File: src/sv/ubd_pkg.sv
// ----------------------------------------------------------------------------
// UART baud divisor package
// Shared types, constants and prescaler decode functions for the baud
// divisor pipeline.
// ----------------------------------------------------------------------------
package ubd_pkg;

  localparam int unsigned ClkW   = 28;
  localparam int unsigned BaudW  = 24;
  localparam int unsigned DivW   = 16;
  localparam int unsigned WordW  = 32;

  localparam logic [ClkW-1:0] OscHz     = ClkW'(8000000);
  localparam logic [ClkW-1:0] HalfOscHz = ClkW'(4000000);

  localparam logic [1:0] SrcOscA = 2'd0;
  localparam logic [1:0] SrcOscB = 2'd1;
  localparam logic [1:0] SrcPll  = 2'd2;
  localparam logic [1:0] SrcOff  = 2'd3;

  typedef struct packed {
    logic [WordW-1:0] clock_config_word;
    logic             apb2_select;
    logic [BaudW-1:0] baud_bps;
  } in_t;

  typedef struct packed {
    logic [ClkW-1:0] bus_clock_hz;
    logic [DivW-1:0] divisor;
    logic            zero_baud_error;
  } out_t;

  typedef struct packed {
    logic [ClkW-1:0]  num;
    logic [BaudW-1:0] den;
    logic [BaudW-1:0] rem;
    logic [DivW-1:0]  quo;
    logic [ClkW-1:0]  clk_hz;
    logic             err;
  } div_t;

  function automatic logic [3:0] ahb_shift(input logic [3:0] code);
    logic [3:0] sh;
    unique case (code)
      4'd8:    sh = 4'd1;
      4'd9:    sh = 4'd2;
      4'd10:   sh = 4'd3;
      4'd11:   sh = 4'd4;
      4'd12:   sh = 4'd6;
      4'd13:   sh = 4'd7;
      4'd14:   sh = 4'd8;
      4'd15:   sh = 4'd9;
      default: sh = 4'd0;
    endcase
    return sh;
  endfunction

  function automatic logic [2:0] apb_shift(input logic [2:0] code);
    logic [2:0] sh;
    unique case (code)
      3'd4:    sh = 3'd1;
      3'd5:    sh = 3'd2;
      3'd6:    sh = 3'd3;
      3'd7:    sh = 3'd4;
      default: sh = 3'd0;
    endcase
    return sh;
  endfunction

endpackage

File: src/sv/ubd_div_stage.sv
// ----------------------------------------------------------------------------
// UART baud divisor restoring division step
// Retires one quotient bit per stage with a single compare and subtract.
// ----------------------------------------------------------------------------
module ubd_div_stage (
  input  logic          clk_i,
  input  logic          rst_ni,
  input  logic          en_i,
  input  logic          valid_i,
  input  ubd_pkg::div_t data_i,
  input  logic          num_bit_i,
  output logic          valid_o,
  output ubd_pkg::div_t data_o
);
  import ubd_pkg::*;

  logic [BaudW:0]   trial;
  logic             ge;
  logic [BaudW:0]   diff;
  div_t             data_d;

  always_comb begin
    trial  = {data_i.rem, num_bit_i};
    ge     = trial >= {1'b0, data_i.den};
    diff   = trial - {1'b0, data_i.den};
    data_d = data_i;
    data_d.rem = ge ? diff[BaudW-1:0] : trial[BaudW-1:0];
    data_d.quo = {data_i.quo[DivW-2:0], ge};
  end

  always_ff @(posedge clk_i or negedge rst_ni) begin
    if (!rst_ni) begin
      valid_o <= 1'b0;
    end else if (en_i) begin
      valid_o <= valid_i;
    end
  end

  always_ff @(posedge clk_i) begin
    if (en_i) begin
      data_o <= data_d;
    end
  end

endmodule

File: src/sv/uart_clock_tree_baud_divisor_core.sv
// ----------------------------------------------------------------------------
// UART clock tree baud divisor core
// Decodes a clock configuration word into the peripheral bus clock and
// returns the rounded baud divisor.
//
//   Channel | Signals                              | Direction
//   in      | in_valid_i, in_ready_o, in_data_i    | consumer
//   out     | out_valid_o, out_ready_i, out_data_o | producer
//
// One transaction is accepted every cycle unless the pipeline is frozen.
// Each one passes through a decode stage, a numerator stage, the restoring
// divider, one quotient bit per stage over 28 stages, and the output
// register. Reset empties every stage.
// While the output holds a result that is not taken, the whole pipeline
// freezes and in_ready_o is low.
// ----------------------------------------------------------------------------
module uart_clock_tree_baud_divisor_core (
  input  logic         clk_i,
  input  logic         rst_ni,
  input  logic         in_valid_i,
  output logic         in_ready_o,
  input  ubd_pkg::in_t in_data_i,
  output logic         out_valid_o,
  input  logic         out_ready_i,
  output ubd_pkg::out_t out_data_o
);
  import ubd_pkg::*;

  localparam int unsigned DivSteps = ClkW;

  logic            adv;
  logic [1:0]      src;
  logic [4:0]      pll_mul;
  logic [ClkW-1:0] pll_hz;
  logic [ClkW-1:0] base_hz;
  logic [ClkW-1:0] pre_hz;
  logic [ClkW-1:0] dec_hz;
  logic [2:0]      apb_code;

  logic             s0_valid_q;
  logic [ClkW-1:0]  s0_hz_q;
  logic [BaudW-1:0] s0_baud_q;
  div_t             s1_d;
  logic             s1_valid_q;
  div_t             s1_q;

  logic [DivSteps:0] div_valid;
  div_t              div_data [DivSteps+1];

  logic out_valid_q;
  out_t out_data_q;
  out_t out_data_d;

  assign adv        = !out_valid_q || out_ready_i;
  assign in_ready_o = adv;

  always_comb begin
    src      = in_data_i.clock_config_word[3:2];
    pll_mul  = {1'b0, in_data_i.clock_config_word[21:18]} + 5'd2;
    pll_hz   = HalfOscHz * {{(ClkW-5){1'b0}}, pll_mul};
    if (in_data_i.clock_config_word[16] && !in_data_i.clock_config_word[17]) begin
      pll_hz = pll_hz << 1;
    end
    apb_code = in_data_i.apb2_select ? in_data_i.clock_config_word[13:11]
                                     : in_data_i.clock_config_word[10:8];
    base_hz  = (src == SrcPll) ? pll_hz : OscHz;
    pre_hz   = (base_hz >> ahb_shift(in_data_i.clock_config_word[7:4]))
               >> apb_shift(apb_code);
    unique case (src)
      SrcOscA, SrcOscB, SrcPll: dec_hz = pre_hz;
      SrcOff:                   dec_hz = '0;
      default:                  dec_hz = '0;
    endcase
  end

  always_ff @(posedge clk_i or negedge rst_ni) begin
    if (!rst_ni) begin
      s0_valid_q <= 1'b0;
    end else if (adv) begin
      s0_valid_q <= in_valid_i;
    end
  end

  always_ff @(posedge clk_i) begin
    if (adv) begin
      s0_hz_q   <= dec_hz;
      s0_baud_q <= in_data_i.baud_bps;
    end
  end

  always_comb begin
    s1_d.num    = s0_hz_q + {{(ClkW-BaudW+1){1'b0}}, s0_baud_q[BaudW-1:1]};
    s1_d.den    = s0_baud_q;
    s1_d.rem    = '0;
    s1_d.quo    = '0;
    s1_d.clk_hz = s0_hz_q;
    s1_d.err    = (s0_baud_q == '0);
  end

  always_ff @(posedge clk_i or negedge rst_ni) begin
    if (!rst_ni) begin
      s1_valid_q <= 1'b0;
    end else if (adv) begin
      s1_valid_q <= s0_valid_q;
    end
  end

  always_ff @(posedge clk_i) begin
    if (adv) begin
      s1_q <= s1_d;
    end
  end

  assign div_valid[0] = s1_valid_q;
  assign div_data[0]  = s1_q;

  for (genvar i = 0; i < DivSteps; i++) begin : g_div
    localparam int unsigned Bit = DivSteps - 1 - i;
    ubd_div_stage u_stage (
      .clk_i     (clk_i),
      .rst_ni    (rst_ni),
      .en_i      (adv),
      .valid_i   (div_valid[i]),
      .data_i    (div_data[i]),
      .num_bit_i (div_data[i].num[Bit]),
      .valid_o   (div_valid[i+1]),
      .data_o    (div_data[i+1])
    );
  end

  always_comb begin
    out_data_d.bus_clock_hz    = div_data[DivSteps].clk_hz;
    out_data_d.divisor         = div_data[DivSteps].err ? '0 : div_data[DivSteps].quo;
    out_data_d.zero_baud_error = div_data[DivSteps].err;
  end

  always_ff @(posedge clk_i or negedge rst_ni) begin
    if (!rst_ni) begin
      out_valid_q <= 1'b0;
    end else if (adv) begin
      out_valid_q <= div_valid[DivSteps];
    end
  end

  always_ff @(posedge clk_i) begin
    if (adv) begin
      out_data_q <= out_data_d;
    end
  end

  assign out_valid_o = out_valid_q;
  assign out_data_o  = out_data_q;

`ifndef NO_ASSERTIONS
  a_err_zero_div : assert property (@(posedge clk_i) disable iff (!rst_ni)
    (out_valid_q && out_data_q.zero_baud_error) |-> (out_data_q.divisor == '0))
    else $error("zero baud rate produced a nonzero divisor");

  a_off_clk_zero_div : assert property (@(posedge clk_i) disable iff (!rst_ni)
    (out_valid_q && (out_data_q.bus_clock_hz == '0)) |-> (out_data_q.divisor == '0))
    else $error("stopped clock produced a nonzero divisor");

  a_clk_range : assert property (@(posedge clk_i) disable iff (!rst_ni)
    out_valid_q |-> (out_data_q.bus_clock_hz <= ClkW'(136000000)))
    else $error("bus clock above the highest reachable frequency");

  a_stall_freeze : assert property (@(posedge clk_i) disable iff (!rst_ni)
    !adv |=> $stable(div_valid) && $stable(s0_valid_q))
    else $error("pipeline moved during a stall");
`endif

endmodule

File: config.mk
export PLATFORM = sky130hd
export DESIGN_NAME = uart_clock_tree_baud_divisor_core
export DESIGN_NICKNAME = d
export VERILOG_FILES = /design/src/sv/ubd_pkg.sv /design/src/sv/ubd_div_stage.sv /design/src/sv/uart_clock_tree_baud_divisor_core.sv
export SDC_FILE = /design/constraint.sdc
export NUM_CORES = 2
export LEC_CHECK = 0
export BUFFER_PORTS_ARGS = -buffer_cell sky130_fd_sc_hd__buf_2
export CORE_ASPECT_RATIO = 1.5
export CORE_MARGIN = 3
export CORE_UTILIZATION = 35
export DETAILED_ROUTE_END_ITERATION = 12
export PLACE_DENSITY_LB_ADDON = 0.2
export SLEW_MARGIN = 20
export SYNTH_ARGS = -nofsm -noshare
export SYNTH_HDL_FRONTEND = slang
export SYNTH_SLANG_ARGS = --single-unit
File: constraint.sdc
create_clock -name clk_i -period 73.4 [get_ports clk_i]
set_input_delay 7.34 -clock clk_i [delete_from_list [all_inputs] [get_ports clk_i]]
set_output_delay 7.34 -clock clk_i [all_outputs]
set_load 0.01 [all_outputs]
==> key figures <==
Status
  • Status: complete, no violations

CTS
  • Post-CTS setup buffer count: 0
  • Worst-case clock buffer depth: 4
  • Root Buffer: clkbuf_16
  • CTS tree: built
  • CTS buffer count: 297
  • H-tree depth: 5
  • Clock-pin slew on the worst setup and hold paths: 0.06 ns
  • Worst-Skew Late Latency: 0.88 ns
  • Hold buffer count at CTS: 0
  • CTS resizes: 0
  • Clk sinks: 2831

Synthesis
  • Sequential share of the synthesized area: 65.5%
  • Post-Syn Instances: 9343
  • Yosys reg bits: 2831
  • Cell taking the most area after synthesis: edfxtp_1
  • Syn Area/Cell: 13.9 µm²
  • Mapped cell area: 130000 µm²
  • Post-synthesis async set-or-reset flop share: 1.10%
  • Dominant cells by area after synthesis: edfxtp_1 (65%), ha_1 (6.7%), inv_1 (2.5%)
  • Post-synth EDFFs: 2800
  • Yosys warns: 0
  • Most common cell in the netlist: edfxtp_1
  • Syn_nets: 10.1k
  • Count of different cell masters after synthesis: 106
  • Post-synth top flop: edfxtp_1
  • Synth top area share: 64.9%
  • Post-synth top cells: edfxtp_1 (2800), inv_1 (852), ha_1 (699)

Timing
  • Fin Setup TNS: 0 ns
  • Fmax: 64.6 MHz
  • Final Skew: 0.0709 ns
  • Final hold vios: 0
  • Slew Viols, Final: 0
  • Clock period minus worst slack: 15.48 ns
  • Setup repair after global routing missed its margin: no
  • Tcrit/Tclk final: 21.1%
  • Slew headroom: 25.0%
  • Slew @ Worst Pin: 1.12 ns
  • Final setup viols: 0

Global routing
  • Antenna violations before repair: 1
  • Total GRT Usage: 14.3%
  • Vias in the first global route: 77.1k
  • Global-route wire length before repair: 427000 µm
  • Remaining global-route overflow: 0
  • Largest net degree at the start of global routing: 203

Floorplan
  • Core ar.: 369000 µm²
  • Boundary pin count: 108
  • Die Wd: 503 µm
  • Row cnt: 273
  • Die area: 378000 µm²
  • Die Height: 751 µm
  • Initial Util: 35.2%

Worst setup path
  • Worst Path Arrival: 8.14 ns
  • Critical path startpoint category: input pin
  • Most Frequent Cell on Critical Path: buf_2
  • Critical path's top delay family: buffers and inverters
  • Critical path fanouts, max: 92
  • Critical path, cell by cell: buf_2 > nor2b_2 > inv_8 > buf_2
  • Critical Path RT: 66.06 ns
  • Max stage delay on crit path: 0.40 ns
  • Max stage delay cell, worst path: inv_8
  • Buf+Inv Stages, Crit Path: 3
  • CP Class: input pin to output pin
  • Crit end category: output pin

Placed design
  • Hpwl dp: 200000 µm
  • Gpl congestion: 0.916
  • I/O Buffers: 93

Detailed routing
  • Drt pass-1 iters: 6
  • First DRT Iteration DRCs: 4925
  • Wirelength per Cell: 18.8 µm
  • Antenna Nets Post-Route: 0
  • Post-DR vias/cell: 5.03
  • Final WL: 276000 µm
  • Via Count: 73.9k
  • Drt drc: 0

Flow run
  • Max-cap viol count: 0

Worst hold path
  • Hold Path Class: flop to flop

Finish
  • Fraction of layout cells with a size suffix above 1: 9.07%
  • # fillers: 34.0k
  • Storage element area: 84900 µm²
  • Multi-input gate area: 41000 µm²
  • Area Overhead vs Synth: 12.3%
  • Nets: 10.4k
[final timing paths]
path	start	end	slack [ns]	cells after the start
max	out_ready_i	in_ready_o	57.92	4
min	g_div[11].u_stage.data_o[12]	g_div[12].u_stage.data_o[12]	0.38	0
max reg2reg	out_valid_o	s0_baud_q[13]	68.65	6
min reg2reg	g_div[11].u_stage.data_o[12]	g_div[12].u_stage.data_o[12]	0.38	0
max in group asynchronous	rst_ni	g_div[13].u_stage.valid_o	66.42	1
min in group asynchronous	rst_ni	out_valid_o	6.55	1
[cells in the final DEF, fill, tap and decap left out, types with 25 or more instances in the layout]
cell	count
dfrtp_1	31
mux2i_1	62
edfxtp_1	2800
a2111oi_0	25
inv_1	851
o211ai_1	56
buf_4	64
xnor2_1	294
nand3_1	148
o21ai_0	340
or3_1	42
nor3_1	147
a31oi_1	72
o21a_1	136
clkinv_1	60
nand2_1	513
clkinv_2	37
clkbuf_16	304
o21ai_1	31
and2_1	30
nor4_1	49
nor2_1	456
a211oi_1	77
a21o_1	260
a21oi_1	521
nand2b_1	87
buf_2	93
a21boi_0	26
fa_1	31
mux2_1	167
ha_1	699
mux2_2	207
or2_2	30
o21bai_1	67
nor2b_1	112
o31ai_1	62
xor2_1	191
and3_1	64
clkbuf_1	58
nand4_1	93
[stage by stage]
step	std cells	util (%)	hold slack [ns]	worst slack, ns	area, µm²
after floorplan	9343	-	0.400	4.66	130000
after global placement	14200	36.9	0.400	57.79	136000
after detailed placement	14200	36.9	0.405	57.80	136000
after CTS	14700	39.5	0.368	57.79	145000
after global routing	14700	39.5	0.383	57.77	145000
final	14700	39.5	0.378	57.92	146000
[layout make-up]
class,instances,area share (%)
sequential,2831,58.3
multi-input combinational,5499,28.2
clock buffer,362,5.38
tap,4812,4.14
inverter,859,2.22
clock inverter,154,1.03
timing repair buffer,165,0.760
antenna,3,0.00516
[state kept, by name, indices dropped and copies added, names as in the netlist]
register               cells
out_valid_o                1
div_data                  81
g_div.u_stage.data_o    2622
s1_valid_q                 1
g_div.u_stage.valid_o     28
s0_hz_q                   28
out_data_o                45
s0_baud_q                 24
s0_valid_q                 1
[cells by family after synthesis]
| logic type | Yosys count | share of synthesized area, % |
|---|---|---|
| adders and majority gates | 730 | 7.23 |
| and+or+nand+nor | 1841 | 6.83 |
| buffers and inverters | 1013 | 2.99 |
| muxes | 454 | 3.94 |
| AOI/OAI and AO/OA | 1986 | 10.2 |
| xor gates and xnor gates | 488 | 3.32 |
| DFF | 2831 | 65.5 |
[routing by layer]
layer	GRT usage (%)	up-vias	wire length, µm
met4	7.64	0	15700
li1	-	35700	-
met2	29.0	1400	158000
met3	1.92	659	9020
met1	13.6	36100	94100
met5	0	-	0
Power is not shown: default switching activity piles up to over one toggle a cycle in this logic, so the estimate is an artifact.
